[src/oidber_pkg.sv]
// Shared types and constants for the dotted OID to BER byte encoder.
// No dependencies; used by the top level and its port checker.
package oidber_pkg;

  // Width in bits of the widest decimal arc that is accepted.
  localparam int ARC_BITS = 28;

  // Base-128 grouping: up to five 7-bit groups per encoded value.
  localparam int GROUP_BITS = 7;
  localparam int MAX_GROUPS = 5;
  localparam int GRP_W      = GROUP_BITS * MAX_GROUPS;
  localparam int CNT_W      = $clog2(MAX_GROUPS + 1);

  // Arc accumulator product width (times ten plus one digit).
  localparam int MUL_W = ARC_BITS + 4;

  localparam int unsigned FIRST_SCALE   = 40;
  localparam int unsigned FIRST_ARC_MAX = 2;

  localparam logic [7:0] CHAR_ZERO = 8'h30;
  localparam logic [7:0] CHAR_NINE = 8'h39;
  localparam logic [7:0] CHAR_DOT  = 8'h2E;

  localparam logic [7:0] MAX_BYTES_RESET = 8'd24;

  // Result status codes.
  localparam logic [1:0] STATUS_DATA   = 2'd0;
  localparam logic [1:0] STATUS_FINAL  = 2'd1;
  localparam logic [1:0] STATUS_REJECT = 2'd2;

  // Arc position within the OID.
  localparam logic [1:0] PH_FIRST  = 2'd0;
  localparam logic [1:0] PH_SECOND = 2'd1;
  localparam logic [1:0] PH_LATER  = 2'd2;

  typedef struct packed {
    logic [7:0] ch;
    logic       last;
  } oidber_in_t;

  typedef struct packed {
    logic [7:0] oid_byte;
    logic [1:0] status;
    logic       run_end;
  } oidber_out_t;

  typedef enum logic [2:0] {
    S_IDLE,
    S_EVAL,
    S_CLOSE,
    S_SIZE,
    S_EMIT,
    S_REJ
  } oidber_state_t;

endpackage

[src/dotted_oid_to_ber_bytes_unit.sv]
// Dotted OID text to BER content bytes: one character per item in, bytes out.
// The sequencer takes each character through IDLE and EVAL; the dot after the first arc
// also through CLOSE, a rejection through CLOSE (and SIZE) to REJ, and an arc of n bytes
// (1 to 5) through CLOSE, SIZE and EMIT. Arc bytes come out one per cycle from the single
// group selector while the output is free; a new character waits until the last is done.
// Reset (synchronous, rst_n low): max_bytes returns to 24 and the OID state rearms.
module dotted_oid_to_ber_bytes_unit (
  input  logic                     clk,
  input  logic                     rst_n,
  input  logic                     in_valid,
  output logic                     in_ready,
  input  oidber_pkg::oidber_in_t   in_data,
  output logic                     out_valid,
  input  logic                     out_ready,
  output oidber_pkg::oidber_out_t  out_data,
  input  logic                     cfg_wr_en,
  input  logic [7:0]               cfg_wr_data
);
  import oidber_pkg::*;

  oidber_state_t         state_r, state_nxt;
  oidber_in_t            in_r, in_nxt;
  logic [1:0]            phase_r, phase_nxt;
  logic [1:0]            first_arc_r, first_arc_nxt;
  logic [ARC_BITS-1:0]   accum_r, accum_nxt;
  logic                  too_wide_r, too_wide_nxt;
  logic [7:0]            bytes_out_r, bytes_out_nxt;
  logic                  rejected_r, rejected_nxt;
  logic [7:0]            max_bytes_r;
  logic [GRP_W-1:0]      val_r, val_nxt;
  logic [CNT_W-1:0]      rem_r, rem_nxt;
  logic                  out_valid_r, out_valid_nxt;
  oidber_out_t           out_data_r, out_data_nxt;

  logic                  is_digit, is_dot, ends;
  logic [MUL_W-1:0]      acc_prod;
  logic                  acc_wide;
  logic [6:0]            first_scaled;
  logic [CNT_W-1:0]      grp_cnt;
  logic [8:0]            size_sum;
  logic                  too_long;
  logic [GROUP_BITS-1:0] grp_sel;
  logic                  out_free;
  logic                  do_rearm;

  // Character classification of the held item.
  assign is_digit = (in_r.ch >= CHAR_ZERO) && (in_r.ch <= CHAR_NINE);
  assign is_dot   = (in_r.ch == CHAR_DOT);
  assign ends     = in_r.last || (!is_digit && !is_dot);

  // Decimal accumulate: arc * 10 + digit, saturating at the arc width.
  assign acc_prod = (MUL_W'(accum_r) << 3) + (MUL_W'(accum_r) << 1)
                  + MUL_W'(in_r.ch[3:0]);
  assign acc_wide = |acc_prod[MUL_W-1:ARC_BITS];

  // First arc weight in the combined first value.
  assign first_scaled = 7'(first_arc_r * FIRST_SCALE);

  // Number of base-128 groups in the held value.
  always_comb begin
    grp_cnt = CNT_W'(1);
    for (int g = 1; g < MAX_GROUPS; g++) begin
      if (|val_r[g*GROUP_BITS +: GROUP_BITS]) begin
        grp_cnt = CNT_W'(g + 1);
      end
    end
  end

  // Length check against the configured limit.
  assign size_sum = {1'b0, bytes_out_r} + 9'(grp_cnt);
  assign too_long = size_sum > {1'b0, max_bytes_r};

  // Shared group selector: picks the group that is emitted next.
  always_comb begin
    grp_sel = '0;
    for (int g = 0; g < MAX_GROUPS; g++) begin
      if (rem_r == CNT_W'(g + 1)) begin
        grp_sel = val_r[g*GROUP_BITS +: GROUP_BITS];
      end
    end
  end

  assign out_free = !out_valid_r || out_ready;

  // Sequencer: next state and register updates.
  always_comb begin
    state_nxt     = state_r;
    in_nxt        = in_r;
    phase_nxt     = phase_r;
    first_arc_nxt = first_arc_r;
    accum_nxt     = accum_r;
    too_wide_nxt  = too_wide_r;
    bytes_out_nxt = bytes_out_r;
    rejected_nxt  = rejected_r;
    val_nxt       = val_r;
    rem_nxt       = rem_r;
    out_valid_nxt = out_valid_r && !out_ready;
    out_data_nxt  = out_data_r;
    in_ready      = 1'b0;
    do_rearm      = 1'b0;

    unique case (state_r)
      S_IDLE: begin
        in_ready = 1'b1;
        if (in_valid) begin
          in_nxt    = in_data;
          state_nxt = S_EVAL;
        end
      end

      S_EVAL: begin
        if (rejected_r) begin
          // Swallow characters until the one that ends the OID.
          do_rearm  = ends;
          state_nxt = S_IDLE;
        end else if (is_digit) begin
          accum_nxt    = acc_wide ? {ARC_BITS{1'b1}} : acc_prod[ARC_BITS-1:0];
          too_wide_nxt = too_wide_r || acc_wide;
          state_nxt    = in_r.last ? S_CLOSE : S_IDLE;
        end else begin
          state_nxt = S_CLOSE;
        end
      end

      S_CLOSE: begin
        if (phase_r == PH_FIRST) begin
          // The first arc must be small and closed by a dot.
          if (!is_dot || too_wide_r || (accum_r > ARC_BITS'(FIRST_ARC_MAX))) begin
            state_nxt = S_REJ;
          end else begin
            first_arc_nxt = accum_r[1:0];
            accum_nxt     = '0;
            phase_nxt     = PH_SECOND;
            val_nxt       = GRP_W'(7'(accum_r[1:0] * FIRST_SCALE));
            state_nxt     = in_r.last ? S_SIZE : S_IDLE;
          end
        end else if (too_wide_r) begin
          state_nxt = S_REJ;
        end else begin
          val_nxt = GRP_W'(accum_r)
                  + ((phase_r == PH_SECOND) ? GRP_W'(first_scaled) : GRP_W'(0));
          state_nxt = S_SIZE;
        end
      end

      S_SIZE: begin
        if (too_long) begin
          state_nxt = S_REJ;
        end else begin
          bytes_out_nxt = size_sum[7:0];
          rem_nxt       = grp_cnt;
          state_nxt     = S_EMIT;
        end
      end

      S_EMIT: begin
        if (out_free) begin
          out_valid_nxt         = 1'b1;
          out_data_nxt.oid_byte = {(rem_r != CNT_W'(1)), grp_sel};
          out_data_nxt.status   = ((rem_r == CNT_W'(1)) && ends) ? STATUS_FINAL
                                                                 : STATUS_DATA;
          out_data_nxt.run_end  = (rem_r == CNT_W'(1));
          rem_nxt               = rem_r - CNT_W'(1);
          if (rem_r == CNT_W'(1)) begin
            if (ends) begin
              do_rearm = 1'b1;
            end else begin
              phase_nxt = PH_LATER;
              accum_nxt = '0;
            end
            state_nxt = S_IDLE;
          end
        end
      end

      S_REJ: begin
        if (out_free) begin
          out_valid_nxt         = 1'b1;
          out_data_nxt.oid_byte = '0;
          out_data_nxt.status   = STATUS_REJECT;
          out_data_nxt.run_end  = 1'b1;
          if (ends) begin
            do_rearm = 1'b1;
          end else begin
            rejected_nxt = 1'b1;
          end
          state_nxt = S_IDLE;
        end
      end

      default: begin
        state_nxt = S_IDLE;
      end
    endcase

    // Start a fresh OID.
    if (do_rearm) begin
      phase_nxt     = PH_FIRST;
      first_arc_nxt = '0;
      accum_nxt     = '0;
      too_wide_nxt  = 1'b0;
      bytes_out_nxt = '0;
      rejected_nxt  = 1'b0;
    end
  end

  // Control and OID state registers.
  always_ff @(posedge clk) begin
    if (!rst_n) begin
      state_r     <= S_IDLE;
      phase_r     <= PH_FIRST;
      first_arc_r <= '0;
      accum_r     <= '0;
      too_wide_r  <= 1'b0;
      bytes_out_r <= '0;
      rejected_r  <= 1'b0;
      rem_r       <= '0;
      out_valid_r <= 1'b0;
    end else begin
      state_r     <= state_nxt;
      phase_r     <= phase_nxt;
      first_arc_r <= first_arc_nxt;
      accum_r     <= accum_nxt;
      too_wide_r  <= too_wide_nxt;
      bytes_out_r <= bytes_out_nxt;
      rejected_r  <= rejected_nxt;
      rem_r       <= rem_nxt;
      out_valid_r <= out_valid_nxt;
    end
  end

  // Configuration register.
  always_ff @(posedge clk) begin
    if (!rst_n) begin
      max_bytes_r <= MAX_BYTES_RESET;
    end else if (cfg_wr_en) begin
      max_bytes_r <= cfg_wr_data;
    end
  end

  // Payload registers.
  always_ff @(posedge clk) begin
    in_r       <= in_nxt;
    val_r      <= val_nxt;
    out_data_r <= out_data_nxt;
  end

  assign out_valid = out_valid_r;
  assign out_data  = out_data_r;

endmodule

[config.mk]
export PLATFORM = sky130hd
export DESIGN_NAME = dotted_oid_to_ber_bytes_unit
export DESIGN_NICKNAME = d
export VERILOG_FILES = /design/src/oidber_pkg.sv /design/src/dotted_oid_to_ber_bytes_unit.sv
export SDC_FILE = /design/constraint.sdc
export NUM_CORES = 1
export LEC_CHECK = 0
export ABC_AREA = 0
export BUFFER_PORTS_ARGS = -buffer_cell sky130_fd_sc_hd__buf_2
export CAP_MARGIN = 20
export CORE_AREA = 2 2 160 162
export DETAILED_ROUTE_END_ITERATION = 12
export DIE_AREA = 0 0 162 164
export PLACE_DENSITY = 0.46
export SLEW_MARGIN = 0
export SYNTH_ARGS = -nofsm -noshare
export SYNTH_HDL_FRONTEND = slang
export SYNTH_SLANG_ARGS = --single-unit
[constraint.sdc]
create_clock -name clk -period 7.33 [get_ports clk]
set_input_delay 1.8325 -clock clk [delete_from_list [all_inputs] [get_ports clk]]
set_output_delay 1.8325 -clock clk [all_outputs]
set_load 0.02 [all_outputs]
==> results by group <==
STA
  • Setup TNS after final layout: 0 ns
  • # setup viols final: 0
  • Final cycle utilization of the critical path: 0.631
  • Hold Vio Cnt, Final: 0
  • Achievable clock frequency: 216 MHz
  • Slew at the pin closest to its max-slew limit: 0.971 ns
  • Skew final: 0.0114 ns
  • Setup repair after global routing missed its margin: false
  • Clock period minus worst slack: about 4.6 ns
  • Final slew viol count: 0
  • Max_slew headroom: 0.350

Final layout
  • Final cell utilization of the core: 0.330
  • Fillers: 2641
  • Diodes inserted: 0
  • Relative area change from synthesis to final layout: 10.8%
  • Most frequent standard cell in the layout excluding fill and tap cells: sky130_fd_sc_hd__nor2_1
  • Final net count: 931
  • Commonest cells after routing, fill and taps aside: 95 x sky130_fd_sc_hd__nor2_1, 81 x sky130_fd_sc_hd__a21oi_1, 75 x sky130_fd_sc_hd__ha_1
  • Proportion of layout cells with a drive suffix above 1: 0.105

Synthesis
  • Yosys warning count: 0
  • Proportion of synthesized chip area in sequential cells: 0.354
  • Proportion of register bits with asynchronous set or reset after synthesis: 0
  • Synth Cell Area: 0.00738 mm²
  • Largest cells by area after synthesis: sky130_fd_sc_hd__edfxtp_1 20%, sky130_fd_sc_hd__dfxtp_1 15%, sky130_fd_sc_hd__ha_1 13%
  • Unique masters post-synth: 62
  • Register bit total from synthesis: around 110
  • Number of nets in the synthesized netlist: between 900 and 1000
  • Primary flip-flop cell chosen by synthesis mapping: sky130_fd_sc_hd__dfxtp_1
  • Dominant cell type by area after synthesis: sky130_fd_sc_hd__edfxtp_1
  • Mean Syn Cell Area: 9.08 µm²
  • Area share of the leading cell type in the synthesized netlist: 0.199
  • Count of mapped cells out of synthesis: 813
  • Number of synthesized flops with an enable pin: 49

Floorplanning
  • Width of the die: 162 µm
  • Row count: 58
  • Initial Util: 0.297
  • Core footprint: 0.0248 mm²
  • Die Height: 164 µm
  • Number of ports placed on the die boundary: 35
  • Full die area: 0.0266 mm²

Drt
  • Vias per cell: 4.93
  • Count of TritonRoute iterations in the first routing pass: 4
  • Number of remaining DRC errors: 0
  • Total wirelength of the detailed-routed design: 17600 µm
  • Detailed Route Iter0 Violations: between 200 and 300
  • DR WL/cell: 15.1 µm
  • Detail Route Antenna Nets: 0
  • Total via count in the routed design: 5749

Clock network
  • Number of buffers between clock root and the deepest sink: 2
  • Number of instances resized during post-cts repair: 0
  • Cell at the root of the clock tree: sky130_fd_sc_hd__clkbuf_16
  • TritonCTS sink count: 106
  • Number of levels the H-tree was split into: 3
  • CTS tree: built
  • Clock transition at path regs: 0.07 ns
  • Total of hold buffers inserted after clock tree synthesis: 0
  • Post-CTS setup buffers: 0
  • Cts bufs inserted: 9
  • Clock latency at the later pin of the worst-skew pair: 0.36 ns

Pwr
  • Design internal power: 0.932 mW
  • Clock share of power: 0.405
  • Switching Power: 0.300 mW
  • Power Density: about 150 mW/mm²
  • Combinational share of power: 0.074
  • Static leakage: 3.22 nW
  • Final total power: 1.23 mW
  • Peak supply drop: approximately 120 µV
  • Net Sw Frac: 0.244
  • Relative contribution of sequential cells to total power: 0.521

Global route
  • First-pass GRT wire length: 29300 µm
  • Final global-route overflow total: 0
  • Number of global-route vias before repair: around 5500
  • Initial antenna violation count: 0
  • Combined global-route utilization of all metal layers: 0.138
  • Largest net degree at the start of global routing: 46

Place
  • Post-DP HPWL: 13500 µm
  • Weighted congestion reported at the end of routability-driven placement: 0.764
  • Count of buffers inserted at the top-level ports: 34

Critical path
  • Data required time of the worst path: 7.56 ns
  • CP startpoint kind: flip-flop
  • Arrival time of the worst setup path: about 4.9 ns
  • Cell with the largest stage delay on the worst path: sky130_fd_sc_hd__edfxtp_1
  • Cells traversed along the worst timing path: nor4_1, nand2_1, or2_2, a31oi_1, ha_1, a21o_1, a21oi_1, nor2_1, nand3_1, xnor2_1, ha_1, and3_1, nand3_1, a21oi_1, a211oi_1, o2111ai_1, buf_4, or3b_1, xor2_1, nor2_1
  • Maximum cell stage delay along the critical path: 0.40 ns
  • Family with the most delay on the worst path: simple AND/OR/NAND/NOR gates
  • CP Capture Type: flip-flop
  • Sum of buffers and inverters on the critical path: 1
  • Category of the most critical setup path: reg2reg
  • Largest fanout on the critical path: 15

Run status
  • Result of the run: finished, final reports clean

Worst hold path
  • Min-Delay Path Class: reg2reg

Job
  • Max_cap viols: 0
metal layers:
metal  global-route usage  vias up  wire, µm
met1                0.192     2644      8750
li1                     -     3008         -
met2                0.224       85      8040
met4               0.0455        0       302
met3               0.0139       12       484
met5                    0        -         0
sequential cells by signal (all words and copies together) (netlist names):
name,flops
out_data,11
rem_r,3
bytes_out_r,8
phase_r,2
out_valid,1
in_r,9
first_arc_r,2
state_r,3
val_r,29
accum_r,28
too_wide_r,1
max_bytes_r,8
rejected_r,1
power groups by stage:
| stage | logic, mW | registers (mW) | clock network [mW] |
|---|---|---|---|
| 6_report | 0.0909 | 0.642 | 0.499 |
| 5_1_grt | 0.103 | 0.644 | 0.532 |
| 4_1_cts | 0.0925 | 0.643 | 0.514 |
| 3_5_place_dp | 0.0923 | 0.656 | 0 |
| 3_3_place_gp | 0.0911 | 0.656 | 0 |
| 2_1_floorplan | 0.0690 | 0.650 | 0 |
tightest hold or removal path: stages, from the launching register on:
cell,delay [ns]
sky130_fd_sc_hd__dfxtp_1,0.30
sky130_fd_sc_hd__inv_1,0.06
sky130_fd_sc_hd__o211ai_1,0.08
cell families after synthesis:
| group | after synthesis | share of synthesized area |
|---|---|---|
| flops | 106 | 0.354 |
| compound gates | 214 | 0.208 |
| fa+ha+maj | 79 | 0.138 |
| simple gates | 275 | 0.177 |
| xor+xnor | 56 | 0.0664 |
| mux | 11 | 0.0156 |
| buf+inv | 72 | 0.0407 |
synthesized netlist by cell type, types with 19 or more instances:
cell / count
sky130_fd_sc_hd__a21oi_1: 81
sky130_fd_sc_hd__a311oi_2: 19
sky130_fd_sc_hd__clkbuf_1: 25
sky130_fd_sc_hd__dfxtp_1: 57
sky130_fd_sc_hd__edfxtp_1: 49
sky130_fd_sc_hd__ha_1: 75
sky130_fd_sc_hd__inv_1: 38
sky130_fd_sc_hd__nand2_1: 56
sky130_fd_sc_hd__nand3_1: 30
sky130_fd_sc_hd__nor2_1: 95
sky130_fd_sc_hd__nor2b_1: 20
sky130_fd_sc_hd__o21ai_0: 29
sky130_fd_sc_hd__xnor2_1: 28
sky130_fd_sc_hd__xor2_1: 28
area by class of cell:
| class | instances | area, µm² | area share |
|---|---|---|---|
| Tap cell | 330 | 413 | 0.0505 |
| Sequential cell | 106 | 2610 | 0.319 |
| Clock buffer | 9 | 225 | 0.0275 |
| Timing Repair Buffer | 40 | 215 | 0.0263 |
| Clock inverter | 7 | 78.8 | 0.00964 |
| Multi-Input combinational cell | 635 | 4490 | 0.549 |
| Inverter | 38 | 143 | 0.0174 |
final timing paths:
kind / from / endpoint / depth (start not counted) / slack [ns]
worst max register to register: val_r[25]$_SDFFCE_PP0P_ / bytes_out_r[4]$_SDFFE_PP0P_ / 20 / 2.71
worst min register to register: max_bytes_r[3]$_SDFFE_PN1P_ / max_bytes_r[3]$_SDFFE_PN1P_ / 2 / 0.49
worst max-delay path: val_r[25]$_SDFFCE_PP0P_ / bytes_out_r[4]$_SDFFE_PP0P_ / 20 / 2.71
worst min-delay path: max_bytes_r[3]$_SDFFE_PN1P_ / max_bytes_r[3]$_SDFFE_PN1P_ / 2 / 0.49
through the flow:
stage	worst slack [ns]	cell area [µm²]	hold slack, ns	cells
after CTS	2.68	8180	0.497	1165
after global placement	2.70	7870	0.484	1149
after detailed placement	2.70	7870	0.486	1149
final	2.71	8180	0.489	1165
after global routing	2.07	8180	0.518	1165
after floorplan	3.21	7380	0.453	813
No activity file was read; power rests on OpenSTA's default activity.
